$ cat config.mk
export PLATFORM = sky130hd
export DESIGN_NAME = csim_ctrl
export DESIGN_NICKNAME = d
export VERILOG_FILES = /design/src/design/csim_pkg.sv /design/src/design/csim_ctrl.sv
export SDC_FILE = /design/constraint.sdc
export NUM_CORES = 1
export LEC_CHECK = 0
export BUFFER_PORTS_ARGS = -buffer_cell sky130_fd_sc_hd__buf_2
export CAP_MARGIN = 20
export CORE_ASPECT_RATIO = 1.1
export CORE_MARGIN = 4
export CORE_UTILIZATION = 23
export DETAILED_ROUTE_END_ITERATION = 6
export GPL_TIMING_DRIVEN = 0
export PLACE_DENSITY = 0.49
export SLEW_MARGIN = 40
export SYNTH_ARGS = -nofsm -noshare
export SYNTH_HDL_FRONTEND = slang
export SYNTH_SLANG_ARGS = --single-unit
$ cat constraint.sdc
create_clock -name clk_i -period 2.44 [get_ports clk_i]
set_clock_uncertainty 0.05 [all_clocks]
set_input_delay 0.61 -clock clk_i [delete_from_list [all_inputs] [get_ports clk_i]]
set_output_delay 0.61 -clock clk_i [all_outputs]
set_load 0.05 [all_outputs]
$ cat src/design/csim_pkg.sv
`timescale 1ns / 1ps
`default_nettype none
package csim_pkg;

  localparam int unsigned MAX_PAIRS = 4096;
  localparam int unsigned CNT_W     = 13;
  localparam int unsigned VAL_W     = 24;
  localparam int unsigned SUM_W     = 60;
  localparam int unsigned DOT_W     = 61;
  localparam int unsigned PROD_W    = 2 * SUM_W;
  localparam int unsigned HALF_W    = SUM_W / 2;
  localparam int unsigned STEP_W    = 6;
  localparam int unsigned Q_W       = 31;

  // controller step counts (last index of each phase)
  localparam int unsigned MUL_LAST  = 4;
  localparam int unsigned ROOT_LAST = SUM_W - 1;
  localparam int unsigned DIV_LAST  = 30;

  localparam logic [31:0] SIM_MINUS_TWO = 32'h8000_0000;
  localparam logic [Q_W-1:0] Q_ONE      = 31'h4000_0000;

  typedef enum logic [2:0] {
    ST_OK   = 3'd0,
    ST_ODD  = 3'd1,
    ST_TYPE = 3'd2,
    ST_NORM = 3'd3,
    ST_LONG = 3'd4
  } status_e;

  typedef struct packed {
    logic       accept;
    logic       check;
    logic       emit_early;
    logic       mul_issue;
    logic [1:0] mul_idx;
    logic       root_step;
    logic       div_step;
    logic       div_first;
    logic       emit_final;
  } cmd_t;

  typedef struct packed {
    logic early;
  } sts_t;

endpackage
`default_nettype wire

$ cat src/design/csim_ctrl.sv
`timescale 1ns / 1ps
`default_nettype none
module csim_ctrl
  import csim_pkg::*;
(
  input  wire   clk_i,
  input  wire   rst_ni,
  input  wire   start_i,
  input  wire   last_i,
  input  sts_t  sts_i,
  output cmd_t  cmd_o,
  output logic  busy_o
);

  typedef enum logic [6:0] {
    S_IDLE  = 7'b0000001,
    S_FLUSH = 7'b0000010,
    S_CHECK = 7'b0000100,
    S_MUL   = 7'b0001000,
    S_ROOT  = 7'b0010000,
    S_DIV   = 7'b0100000,
    S_FIN   = 7'b1000000
  } state_e;

  state_e state_q, state_d;
  logic [STEP_W-1:0] cnt_q, cnt_d;

  always_comb begin
    state_d = state_q;
    cnt_d   = cnt_q;
    cmd_o   = '0;
    unique case (state_q)
      S_IDLE: begin
        if (start_i) begin
          cmd_o.accept = 1'b1;
          if (last_i) state_d = S_FLUSH;
        end
      end
      S_FLUSH: state_d = S_CHECK;
      S_CHECK: begin
        cmd_o.check = 1'b1;
        cnt_d = '0;
        if (sts_i.early) begin
          cmd_o.emit_early = 1'b1;
          state_d = S_IDLE;
        end else begin
          state_d = S_MUL;
        end
      end
      S_MUL: begin
        // four partial products, then a final step with no issue to drain the adder
        cmd_o.mul_issue = (cnt_q < STEP_W'(MUL_LAST));
        cmd_o.mul_idx   = cnt_q[1:0];
        if (cnt_q == STEP_W'(MUL_LAST)) begin
          cnt_d = '0;
          state_d = S_ROOT;
        end else begin
          cnt_d = cnt_q + 1'b1;
        end
      end
      S_ROOT: begin
        cmd_o.root_step = 1'b1;
        if (cnt_q == STEP_W'(ROOT_LAST)) begin
          cnt_d = '0;
          state_d = S_DIV;
        end else begin
          cnt_d = cnt_q + 1'b1;
        end
      end
      S_DIV: begin
        cmd_o.div_step  = 1'b1;
        cmd_o.div_first = (cnt_q == '0);
        if (cnt_q == STEP_W'(DIV_LAST)) begin
          cnt_d = '0;
          state_d = S_FIN;
        end else begin
          cnt_d = cnt_q + 1'b1;
        end
      end
      S_FIN: begin
        cmd_o.emit_final = 1'b1;
        state_d = S_IDLE;
      end
      default: state_d = S_IDLE;
    endcase
  end

  assign busy_o = (state_q != S_IDLE);

  always_ff @(posedge clk_i or negedge rst_ni) begin
    if (!rst_ni) begin
      state_q <= S_IDLE;
      cnt_q   <= '0;
    end else begin
      state_q <= state_d;
      cnt_q   <= cnt_d;
    end
  end

endmodule
`default_nettype wire

==> impl_metrics.toml <==
[outcome]
run_status = "completed"

[placed_design]
placement.cell_area_sq_um = 990
gpl.final_weighted_congestion = 0.754
pre_cts_ws_ps = -34.8
dpl.cell_count = 139
placement.io_buffers = 15
dp.final_hpwl_um = 1410

[critical_path]
cpLargestDelayFamily = "simple AND/OR/NAND/NOR gates"
critical-path-slowest-cell = "sky130_fd_sc_hd__dfrtp_1"
worstPathArrival_ps = 1750
setup.worst_path.start_class = "flip-flop"
worst_setup_path_type = "reg -> out"
setup.worst_path.start = "cnt_q[0]"
timing.critical_path.cells = "inv_2, ha_1, or3b_4, nor4_4, buf_6"
crit_path_end_kind = "output pin"
r2r_start = "cnt_q[0]"
crit_buf_inv = 2
worst_ep_required_time_ps = 1780
cp_max_fo = 4
cpPeakStageDelay_ps = 410

[pwr]
sequentialPowerShare = 0.348
power_frac_comb = 0.500
ir_worst_vdd_uv = 297
power.leakage_nw = 0.587
power_density_mw_per_mm2 = 701
power.internal_mw = 0.512
power.share.clock = 0.152
share_of_total_power_consumed_by_net_switching = 0.413
netSwitchingPower_mw = 0.360
total_power_mw = 0.873

[yosys]
synth_sequential_area_ratio = 0.391
share_of_flip_flops_with_an_asynchronous_set_or_reset = 1.00
number_of_enable_flip_flop_cells_after_synthesis = 0
synthDistinctLibCells = 32
post_synth.cell_area_avg_sq_um = 11.0
synth_fp_nets = 84
syn_inst = 76
synth.yosys.warnings = 0
ys_ff_latch = 13
synth_top_flop_cell = "sky130_fd_sc_hd__dfrtp_1"
netlist_area_sq_um = 835

[finish]
finalNetCount = 124
area_growth_syn_to_layout_pct = 49.2
post-route-util = 0.365
inserted_diodes = 0
layout-drive-gt1-share = 0.574
final_cell_area_sq_mm = 0.00124
instances_no_fill = 163

[clocking]
cts.reportedPaths.clkPinSlew_ps = 80
cts_inserted_buffers = 3
clock_tree.root_cell = "sky130_fd_sc_hd__clkbuf_4"
h_tree_depth = 1
cts_max_path_buffers = 2
clk-insertion-delay-late_ps = 270
cts.sinks = 13
cts_tree = "yes"

[global_routing]
grt-ovfl-total = 0
antenna_found_initial = 0
first_global_vias = 713
grt_start_max_net_pins = 14
grt_first_pass_wirelength_um = 3340
track_usage = 0.0925

[floorplanning]
die-height_um = 71.2
floorplan.initialDensity = 0.245
die_outline_area_sq_mm = 0.00466
row_count = 22
placeableCoreArea_sq_mm = 0.00341
ios = 16
die_outline_width_um = 65.4

[timing]
worst_slack_ps = 34.9
fin_tns_setup_ps = 0
rsz0062_at_grt = "yes"
fin_crit_ps = 2410
setup_viol_count_final = 0
slew_headroom = 0.637
highest_clock_frequency_the_design_can_meet_ghz = 0.416
slew_viol_final = 0
layout_worst_path_cycle_share = 0.986
hold_worst_slack_ps = 160
finalHoldViolations = 0
worst-slew-pin-transition_ps = 545

[min_path]
worst_hold_check_path_type = "in -> async"

[route]
route.detailed.drc = 0
vias_per_cell = 4.58
drtIter0Drc = 22
routed_wire_length_um = 2140
drt_pass1_iterations = 4
routed-via-count = 747
drt.antenna.violating_nets = 0
wl_per_cell_um = 13.1

[run]
max_cap_violations = 0
==> cell usage after synthesis (2+ instances only) <==
| cell | instances | share of area |
|---|---|---|
| sky130_fd_sc_hd__nand3_1 | 2 | 0.012 |
| sky130_fd_sc_hd__and3_1 | 2 | 0.015 |
| sky130_fd_sc_hd__xor2_1 | 5 | 0.052 |
| sky130_fd_sc_hd__o32ai_1 | 2 | 0.021 |
| sky130_fd_sc_hd__nor2_1 | 7 | 0.031 |
| sky130_fd_sc_hd__nor3b_1 | 2 | 0.018 |
| sky130_fd_sc_hd__nand3b_1 | 3 | 0.027 |
| sky130_fd_sc_hd__xnor2_1 | 2 | 0.021 |
| sky130_fd_sc_hd__nor3_1 | 2 | 0.012 |
| sky130_fd_sc_hd__ha_1 | 3 | 0.045 |
| sky130_fd_sc_hd__nand2_1 | 3 | 0.013 |
| sky130_fd_sc_hd__dfrtp_1 | 12 | 0.36 |
| sky130_fd_sc_hd__nand4b_1 | 2 | 0.021 |
| sky130_fd_sc_hd__inv_1 | 6 | 0.027 |
| sky130_fd_sc_hd__nor4_1 | 2 | 0.015 |
| sky130_fd_sc_hd__a22o_2 | 5 | 0.060 |
==> layer usage <==
layer	wire [um]	GRT usage	vias to the layer above
met4	27	0.0346	0
met3	100	0.0302	2
met1	869	0.112	363
li1	-	-	366
met5	0	0	-
met2	1150	0.152	16
==> placed cells by master, fill, tap and decap left out, types with 2 or more instances in the layout <==
cell type,synthesis,routed
sky130_fd_sc_hd__a22o_2,5,5
sky130_fd_sc_hd__and3_1,2,2
sky130_fd_sc_hd__buf_2,1,10
sky130_fd_sc_hd__buf_4,0,19
sky130_fd_sc_hd__buf_6,0,4
sky130_fd_sc_hd__clkbuf_4,0,4
sky130_fd_sc_hd__dfrtp_1,12,8
sky130_fd_sc_hd__dfrtp_2,0,4
sky130_fd_sc_hd__ha_1,3,3
sky130_fd_sc_hd__inv_1,6,3
sky130_fd_sc_hd__inv_2,0,2
sky130_fd_sc_hd__nand2_1,3,3
sky130_fd_sc_hd__nand3_1,2,2
sky130_fd_sc_hd__nand3b_1,3,3
sky130_fd_sc_hd__nand4b_1,2,2
sky130_fd_sc_hd__nor2_1,7,6
sky130_fd_sc_hd__nor3_1,2,2
sky130_fd_sc_hd__nor4_4,0,2
sky130_fd_sc_hd__o32ai_1,2,2
sky130_fd_sc_hd__xnor2_1,2,2
sky130_fd_sc_hd__xor2_1,5,5
==> path summary, 6_finish.rpt <==
| kind | slack [ps] | cells past startpoint | end |
|---|---|---|---|
| worst min register to register | 550 | 1 | cnt_q[3] |
| worst max-delay path | 30 | 5 | cmd_o[1] |
| max in group asynchronous | 1890 | 1 | state_q[0] |
| worst min-delay path | 160 | 1 | cnt_q[4] |
| min in group clk_i | 550 | 1 | cnt_q[3] |
| worst max register to register | 280 | 7 | cnt_q[0] |
==> cell type report <==
cell class	instances	area (sq um)
Sequential cell	13	332
Fill cell	375	2170
Tap cell	48	60.1
Multi-Input combinational cell	56	536
Inverter	6	26.3
Clock buffer	4	26.3
Timing Repair Buffer	36	265
==> kinds of logic after synthesis <==
family / count (synthesis) / synth area share
AOI/OAI and AO/OA: 13 / 0.183
xor gates and xnor gates: 7 / 0.0735
adders and majority gates: 3 / 0.0450
buffers and inverters: 7 / 0.0330
DFF: 13 / 0.391
muxes: 1 / 0.0180
and+or+nand+nor: 32 / 0.256
==> power groups by stage <==
stage	Sequential (mW)	Clock [mW]	Combinational (mW)
finish	0.304	0.133	0.436
global route	0.308	0.157	0.475
CTS	0.303	0.142	0.366
detailed placement	0.303	0	0.345
global placement	0.300	0	0.345
floorplan	0.293	0	0.278
==> worst reg2reg max path: cells and delay by family, from the launching register on <==
kind                       cells  cell delay (ps)
and+or+nand+nor                1              400
buffers and inverters          2              250
AOI/OAI and AO/OA              2              510
muxes                          1              310
adders and majority gates      1              140
DFF                            1              410
==> what timing repair did <==
| item | 4_1_cts | 5_1_grt |
|---|---|---|
| hold buffers | 0 | 0 |
| buffers inserted | 2 | 18 |
| resized for setup | 12 | 12 |
| setup endpoints to repair | 10 | 10 |
| pin swaps | 3 | 2 |
==> flip-flops by register name (all words and copies together), names as in the netlist <==
signal	count
cnt_q	6
state_q	7
(Power assumes the default switching activity.)
